==> src/hdl/tcw_pkg.sv <==
// tcw_pkg: shared constants, codes and controller/datapath types for the
// text console writer. No dependencies.

package tcw_pkg;

  localparam int SCREEN_WIDTH  = 80;
  localparam int SCREEN_HEIGHT = 25;
  localparam int TAB_SPACES    = 4;
  localparam int CELL_COUNT    = SCREEN_WIDTH * SCREEN_HEIGHT;

  // field widths fixed by the stream payload
  localparam int ADDR_W = 11;
  localparam int ROW_W  = 5;
  localparam int COL_W  = 7;
  localparam int CHAR_W = 8;
  localparam int CELL_W = 16;
  localparam int TAB_W  = $clog2(TAB_SPACES + 1);

  localparam logic [CHAR_W-1:0] CHAR_SPACE   = 8'h20;
  localparam logic [CHAR_W-1:0] CHAR_NEWLINE = 8'h0A;
  localparam logic [CHAR_W-1:0] CHAR_TAB     = 8'h09;
  localparam logic [CELL_W-1:0] BLANK_RESET  = 16'h0720;

  typedef enum logic [2:0] {
    OP_WRITE  = 3'd0,
    OP_DELETE = 3'd1,
    OP_CLEAR  = 3'd2,
    OP_SETPOS = 3'd3,
    OP_READ   = 3'd4
  } op_e;

  typedef enum logic [3:0] {
    ST_INIT,
    ST_IDLE,
    ST_EXEC,
    ST_GLYPH,
    ST_SCROLL,
    ST_BLANK,
    ST_CLEAR,
    ST_READ,
    ST_DONE
  } state_e;

  typedef enum logic [3:0] {
    DP_NOP,
    DP_FILL_RESET,
    DP_LOAD,
    DP_NEWLINE,
    DP_TAB_START,
    DP_GLYPH,
    DP_DELETE,
    DP_CLEAR_START,
    DP_CLEAR,
    DP_SETPOS,
    DP_READ_ISSUE,
    DP_READ_TAKE,
    DP_SCROLL_START,
    DP_SCROLL_COPY,
    DP_SCROLL_BLANK
  } dp_op_e;

  typedef struct packed {
    dp_op_e op;
    logic   out_load;
  } dp_cmd_t;

  typedef struct packed {
    logic [2:0] opcode;
    logic       is_newline;
    logic       is_tab;
    logic       at_origin;
    logic       row_last;
    logic       col_last;
    logic       cidx_ok;
    logic       copy_done;
    logic       sweep_end;
    logic       tab_last;
    logic       tab_more;
    logic       out_free;
  } dp_sts_t;

endpackage

==> src/hdl/tcw_ctrl.sv <==
// tcw_ctrl: command sequencer of the text console writer.
// Depends on tcw_pkg; drives tcw_dp through dp_cmd_t, reads dp_sts_t.

module tcw_ctrl (
  input  logic            clk_i,
  input  logic            rst_ni,
  input  logic            in_valid_i,
  output logic            in_ready_o,
  input  tcw_pkg::dp_sts_t sts_i,
  output tcw_pkg::dp_cmd_t cmd_o
);

  tcw_pkg::state_e state_q, state_d;

  always_ff @(posedge clk_i or negedge rst_ni) begin
    if (!rst_ni) begin
      state_q <= tcw_pkg::ST_INIT;
    end else begin
      state_q <= state_d;
    end
  end

  // next state
  always_comb begin
    state_d = state_q;
    case (state_q)
      tcw_pkg::ST_INIT: begin
        if (sts_i.sweep_end) state_d = tcw_pkg::ST_IDLE;
      end
      tcw_pkg::ST_IDLE: begin
        if (in_valid_i) state_d = tcw_pkg::ST_EXEC;
      end
      tcw_pkg::ST_EXEC: begin
        case (sts_i.opcode)
          tcw_pkg::OP_WRITE: begin
            if (sts_i.is_newline) begin
              state_d = sts_i.row_last ? tcw_pkg::ST_SCROLL : tcw_pkg::ST_DONE;
            end else begin
              state_d = tcw_pkg::ST_GLYPH;
            end
          end
          tcw_pkg::OP_CLEAR: state_d = tcw_pkg::ST_CLEAR;
          tcw_pkg::OP_READ:  state_d = sts_i.cidx_ok ? tcw_pkg::ST_READ : tcw_pkg::ST_DONE;
          default:           state_d = tcw_pkg::ST_DONE;
        endcase
      end
      tcw_pkg::ST_GLYPH: begin
        if (sts_i.col_last && sts_i.row_last) begin
          state_d = tcw_pkg::ST_SCROLL;
        end else if (sts_i.tab_last) begin
          state_d = tcw_pkg::ST_DONE;
        end
      end
      tcw_pkg::ST_SCROLL: begin
        if (sts_i.copy_done) state_d = tcw_pkg::ST_BLANK;
      end
      tcw_pkg::ST_BLANK: begin
        if (sts_i.sweep_end) begin
          state_d = sts_i.tab_more ? tcw_pkg::ST_GLYPH : tcw_pkg::ST_DONE;
        end
      end
      tcw_pkg::ST_CLEAR: begin
        if (sts_i.sweep_end) state_d = tcw_pkg::ST_DONE;
      end
      tcw_pkg::ST_READ: state_d = tcw_pkg::ST_DONE;
      tcw_pkg::ST_DONE: begin
        if (sts_i.out_free) state_d = tcw_pkg::ST_IDLE;
      end
      default: state_d = tcw_pkg::ST_INIT;
    endcase
  end

  // outputs
  always_comb begin
    cmd_o.op       = tcw_pkg::DP_NOP;
    cmd_o.out_load = 1'b0;
    in_ready_o     = 1'b0;
    case (state_q)
      tcw_pkg::ST_INIT: cmd_o.op = tcw_pkg::DP_FILL_RESET;
      tcw_pkg::ST_IDLE: begin
        in_ready_o = 1'b1;
        if (in_valid_i) cmd_o.op = tcw_pkg::DP_LOAD;
      end
      tcw_pkg::ST_EXEC: begin
        case (sts_i.opcode)
          tcw_pkg::OP_WRITE: begin
            if (sts_i.is_newline) begin
              cmd_o.op = sts_i.row_last ? tcw_pkg::DP_SCROLL_START : tcw_pkg::DP_NEWLINE;
            end else begin
              cmd_o.op = tcw_pkg::DP_TAB_START;
            end
          end
          tcw_pkg::OP_DELETE: begin
            if (!sts_i.at_origin) cmd_o.op = tcw_pkg::DP_DELETE;
          end
          tcw_pkg::OP_CLEAR:  cmd_o.op = tcw_pkg::DP_CLEAR_START;
          tcw_pkg::OP_SETPOS: cmd_o.op = tcw_pkg::DP_SETPOS;
          tcw_pkg::OP_READ: begin
            if (sts_i.cidx_ok) cmd_o.op = tcw_pkg::DP_READ_ISSUE;
          end
          default: cmd_o.op = tcw_pkg::DP_NOP;
        endcase
      end
      tcw_pkg::ST_GLYPH:  cmd_o.op = tcw_pkg::DP_GLYPH;
      tcw_pkg::ST_SCROLL: cmd_o.op = tcw_pkg::DP_SCROLL_COPY;
      tcw_pkg::ST_BLANK:  cmd_o.op = tcw_pkg::DP_SCROLL_BLANK;
      tcw_pkg::ST_CLEAR:  cmd_o.op = tcw_pkg::DP_CLEAR;
      tcw_pkg::ST_READ:   cmd_o.op = tcw_pkg::DP_READ_TAKE;
      tcw_pkg::ST_DONE:   cmd_o.out_load = sts_i.out_free;
      default:            cmd_o.op = tcw_pkg::DP_NOP;
    endcase
  end

endmodule

==> config.mk <==
export PLATFORM = sky130hd
export DESIGN_NAME = tcw_ctrl
export DESIGN_NICKNAME = d
export VERILOG_FILES = /design/src/hdl/tcw_pkg.sv /design/src/hdl/tcw_ctrl.sv
export SDC_FILE = /design/constraint.sdc
export NUM_CORES = 1
export LEC_CHECK = 0
export BUFFER_PORTS_ARGS = -buffer_cell sky130_fd_sc_hd__buf_4
export CAP_MARGIN = 20
export CORE_UTILIZATION = 44
export CTS_CLUSTER_SIZE = 30
export DETAILED_ROUTE_END_ITERATION = 16
export GPL_TIMING_DRIVEN = 0
export HOLD_SLACK_MARGIN = 0.03
export PLACE_DENSITY_LB_ADDON = 0.05
export RECOVER_POWER = 100
export SYNTH_ARGS = -nofsm -noshare
export SYNTH_HDL_FRONTEND = slang
export SYNTH_SLANG_ARGS = --single-unit
==> constraint.sdc <==
create_clock -name clk_i -period 1.4 [get_ports clk_i]
set_input_delay 0.07 -clock clk_i [delete_from_list [all_inputs] [get_ports clk_i]]
set_output_delay 0.07 -clock clk_i [all_outputs]
set_load 0.05 [all_outputs]
# Word-level counts from Yosys, hierarchy flattened
# Cells that the tools add are included.
# classes
mux	23
eq_ne	19
n_reduce_logical	4
# op_table
cell	count
two-way mux 4 bit	15
one-hot mux 4 bit (9 select lines)	1
one-hot mux 4 bit (8 select lines)	1
one-hot mux 4 bit (5 select lines)	1
equality test 4 x 3 -> 1 bit, second input constant	4
!= test 2 bit, second input constant	6
one-hot mux 4 bit (3 select lines)	1
equality test 4 x 2 -> 1 bit, second input constant	2
AND reduction 7 bit	1
equality test 3 x 2 -> 1 bit, second input constant	2
equality test 4 x 1 -> 1 bit, second input constant	1
equality test 4 bit, second input constant	1
zero test 4 bit	1
equality test 3 x 1 -> 1 bit, second input constant	1
equality test 3 bit, second input constant	1
zero test 3 bit	1
two-way mux 3 bit	1
!= test 3 bit, second input constant	1
two-way mux 1 bit	2
two-way mux 2 bit	1
logical AND 1 bit	1
# word_totals
input_bits	17
ff_bits	4

# Longest topological paths before layout
# depth
word_depth	4
depth_mapped	6
mapped_depth_nobuf	5

# Least setup slack after synthesis
# No wires, ideal clock.
# synth_timing
path_kind	register to output
start	register state_q[2]
end	output port cmd_o[1] (netlist name)
t_required_ps	1330
stages_incl_launch_ff	6
path_buffers	2
arrival_ps	2057
setup_slack_ps	-727
cell_sequence	dfrtp_1 -> buf_6 -> clkbuf_1 -> nor2_1 -> o21ai_0 -> a211oi_1
# synth_rtl
element	line_no	rtl
start, declared	tcw_ctrl.sv:13	tcw_pkg::state_e state_q, state_d;
start signal, assigned	tcw_ctrl.sv:17	state_q <= tcw_pkg::ST_INIT;
start signal, assigned	tcw_ctrl.sv:19	state_q <= state_d;
end, declared	tcw_ctrl.sv:10	output tcw_pkg::dp_cmd_t cmd_o

# Worst setup path in the final report
# layout_timing
start	register state_q[2]
end	register state_q[2]
# layout_between
elab_chain_len	3
word_cells_on_any_way	18
# layout_rtl
element	line_no	rtl
equality test 4 x 2 -> 1 bit, or another cell as far along	tcw_ctrl.sv:26	case (state_q)
!= test 3 bit (no source line) / != test 2 bit (equally long branches)	n/a	
AND reduction 7 bit (no source line)	n/a	
# Several ways; a longest one is shown, not always the timed one.
# A chain may end at the register's enable or synchronous reset.

==> summary.md <==
| Metric | Value |
|---|---|
| Switching Fraction | `0.5141` |
| Die Width | `between 40 and 50 um` |
| Worst skew pair latency | `approximately 240 ps` |
| CP max stage delay | `approximately 380 ps` |
| Async SR Flop Fraction | `1.000` |
| Drt drc | `0` |
| Ports | `23` |
| Drt pass-1 iters | `5` |
| Layout cell share with drive strength beyond 1 | `0.5106` |
| Crit path buffers/inverters | `3` |
| Synth cell types | `40` |
| Initial Util | `0.4930` |
| Avg Cell Area, Syn | `~6.7 um2` |
| Footprint of the multi-input gates | `628.1 um2` |
| Cell Area, Synth | `665.6 um2` |
| Placement Cell Area | `roughly 900 um2` |
| GPL Wtd Cong | `0.9517` |
| Top sig layer | `met4` |
| Measured slew at the worst slew-check pin | `420.0 ps` |
| Status | `complete, but fails checks` |
| Worst slack at placement | `-181.4 ps` |
| Crit path max fanout | `5` |
| Largest net degree at the start of global routing | `11` |
| Routed met3 length | `approximately 330 um` |
| Final hold slack | `around 94 ps` |
| PwrDens | `between 2000 and 2500 nW/um2` |
| Highest Clock Rate | `slightly below 600 MHz` |
| Hpwl dp | `around 1400 um` |
| Main synth FF type | `dfrtp_1` |
| CP max-delay cell | `dfrtp_1` |
| Max Cap Viol | `0` |
| Worst-path cell chain | `buf_4 -> buf_6 -> buf_4 -> nor2b_4 -> and4_1 -> a21oi_1 -> o32ai_1 -> mux2_4` |
| Met1 Wirelength | `1328 um` |
| Biggest regs | `state_q (4)` |
| Via count | `approximately 1,100` |
| Design area | `approximately 1200 um2` |
| Comb pwr share | `0.863` |
| H-tree levels | `1` |
| Clock power frac | `0.053` |
| Critical Path RT | `1520 ps` |
| Reg with most FFs | `state_q` |
| Pleak | `~0.52 nW` |
| Cell with the most instances after synthesis | `nor2_1` |
| Flop pwr share | `0.083` |
| Mapped Cells | `100` |
| Synth top cells by count | `nor2_1, nand2_1, a21oi_1` |
| Top cells by area, synth | `dfrtp_1, nor2_1, nand2_1` |
| Worst Min Path Start | `sts_i[3]` |
| Startpoint Class | `flip-flop` |
| TritonCTS Buffers | `3` |
| Pins over their slew limit | `0` |
| Layout area overhead | `77.82%` |
| CP endpoint kind | `flip-flop` |
| Drt wl/cell | `between 20 and 25 um` |
| Antenna Nets Post-Route | `0` |
| Row count | `13` |
| Critical R2R Launch | `state_q[2]` |
| Failing checks | `setup timing` |
| Number of global-route vias before repair | `approximately 770` |
| Synth warn | `0` |
| Endpoints failing setup | `9` |
| Number of synthesized flops with an enable pin | `0` |
| Final period utilization | `1.200` |
| NetSw | `approximately 1.4 mW` |
| Most used cell, CP | `buf_4` |
| Max rail drop VDD | `around 1.7 mV` |
| Die H | `between 40 and 50 um` |
| GR Util All Layers | `0.3262` |
| Largest register FFs | `4` |
| Internal power | `approximately 1.4 mW` |
| Clock Sinks | `4` |
| Post-synthesis register bit count | `4` |
| Kind of critical path | `flip-flop to flip-flop` |
| Worst-path clk slew | `~40 ps` |
| Layout net count | `between 150 and 200` |
| Total power draw | `2.806 mW` |
| Worst EP arrival | `approximately 1800 ps` |
| Die ar. | `about 1700 um2` |
| Critical Path Source | `state_q[2]` |
| PortBufs | `21` |
| Post-route setup slack | `-280.6 ps` |
| N_diodes | `0` |
| Crit path time final | `between 1500 and 2000 ps` |
| Cell family with most CP delay | `flip-flops` |
| Root Driver | `clkbuf_4` |
| Cell taking the most area after synthesis | `dfrtp_1` |
| TritonCTS clock tree | `built` |
| Global-route wire length before repair | `between 3000 and 4000 um` |
| Min-Delay Path Class | `primary input to flip-flop` |
| Initial antenna violation count | `0` |
| Post-synth net total | `117` |
| CTS max path bufs | `2` |
| Core Footprint | `1350 um2` |
| Slew margin rel. | `0.7191` |
| Clk_skew | `between 1 and 1.5 ps` |
| FF/Latch Area | `101.3 um2` |
| Synth top area share | `0.1504` |
| First DRT Iteration DRCs | `77` |
| WL final | `between 3000 and 4000 um` |
| Fill cells | `76` |
| Unrepaired setup endpoints after global routing | `true` |
| Final hold violation count | `0` |
| Vias per inst | `roughly 6.8` |
| Total gr overflow | `0` |
| WL met2 | `approximately 1600 um` |
| Sequential cell area fraction in the yosys report | `0.1504` |
layout make-up:
class | instances | area share
Tap cell | 15 | 0.01586
Sequential cell | 4 | 0.08562
Clock buffer | 3 | 0.01903
Buffer | 8 | 0.06554
Multi-Input combinational cell | 83 | 0.5307
Timing Repair Buffer | 38 | 0.2653
Inverter | 5 | 0.01797
logic make-up (layout without fill, tap and decap cells):
group / count (synthesis) / after routing / share of synthesized area
and+or+nand+nor: 46 / 46 / 0.3572
DFF: 4 / 4 / 0.1504
xor gates and xnor gates: 1 / 1 / 0.01316
buffers and inverters: 13 / 54 / 0.09398
muxes: 2 / 2 / 0.03759
AOI/OAI and AO/OA: 34 / 34 / 0.3478
placed cells by master (no fill, tap or decap), types with 2 or more instances in the layout:
cell | synthesis | final
buf_2 | 5 | 3
o21ai_1 | 1 | 4
o32ai_1 | 3 | 3
nor2_1 | 14 | 9
nand2b_1 | 4 | 3
buf_4 | 0 | 30
o21ai_0 | 7 | 3
nor3b_1 | 2 | 2
nand2_4 | 0 | 2
buf_6 | 1 | 8
inv_1 | 5 | 3
nor2b_4 | 0 | 2
dfrtp_1 | 4 | 3
nor2_2 | 1 | 3
nand2_1 | 11 | 9
a21oi_1 | 8 | 6
clkbuf_4 | 0 | 4
a211oi_1 | 3 | 2
nor2_4 | 0 | 3
nor2b_1 | 5 | 2
final timing paths:
check | to | slack (ps) | cells past startpoint
worst max-delay path | state_q[2] | -280 | 8
worst min-delay path | state_q[1] | 90 | 2
worst max register to register | state_q[2] | -280 | 8
worst min register to register | state_q[3] | 760 | 2
max in group asynchronous | state_q[3] | 860 | 2
min in group asynchronous | state_q[1] | 290 | 2
power groups by stage:
stage | logic (mW) | clock network [mW] | registers [mW]
floorplan | 1.15 | 0 | 0.205
global placement | 1.47 | 0 | 0.222
global route | 2.54 | 0.158 | 0.236
detailed placement | 1.47 | 0 | 0.223
finish | 2.42 | 0.149 | 0.234
CTS | 1.94 | 0.147 | 0.220
metrics by stage:
stage,setup TNS (ps),util,cells
3_3_place_gp,-634.8,0.6525,136
6_report,-1780,0.8767,156
4_1_cts,-910.0,0.7989,150
3_5_place_dp,-740.5,0.6525,136
5_1_grt,-2171,0.8767,156
2_1_floorplan,-198.5,-,100
layer usage:
metal / vias up / GRT usage
li1: 451 / -
met1: 501 / 0.4492
met2: 92 / 0.5352
met3: 22 / 0.03804
met4: 0 / 0.07500
met5: - / 0
what timing repair did:
action,CTS,global route
gates resized for setup,27,21
hold buffers,1,0
gates cloned,1,0
pin swaps,9,11
endpoints found under the hold margin,4,0
setup buffers,10,6
endpoints found under the setup margin,9,10
worst reg2reg max path, cell delays in order, from the launching register on:
cell and delay (ps):
dfrtp_1 380, buf_4 140, buf_6 120, buf_4 120, nor2b_4 40, and4_1 200
a21oi_1 170, o32ai_1 120, mux2_4 280
Note: power is estimated with default switching activity, not from simulation.
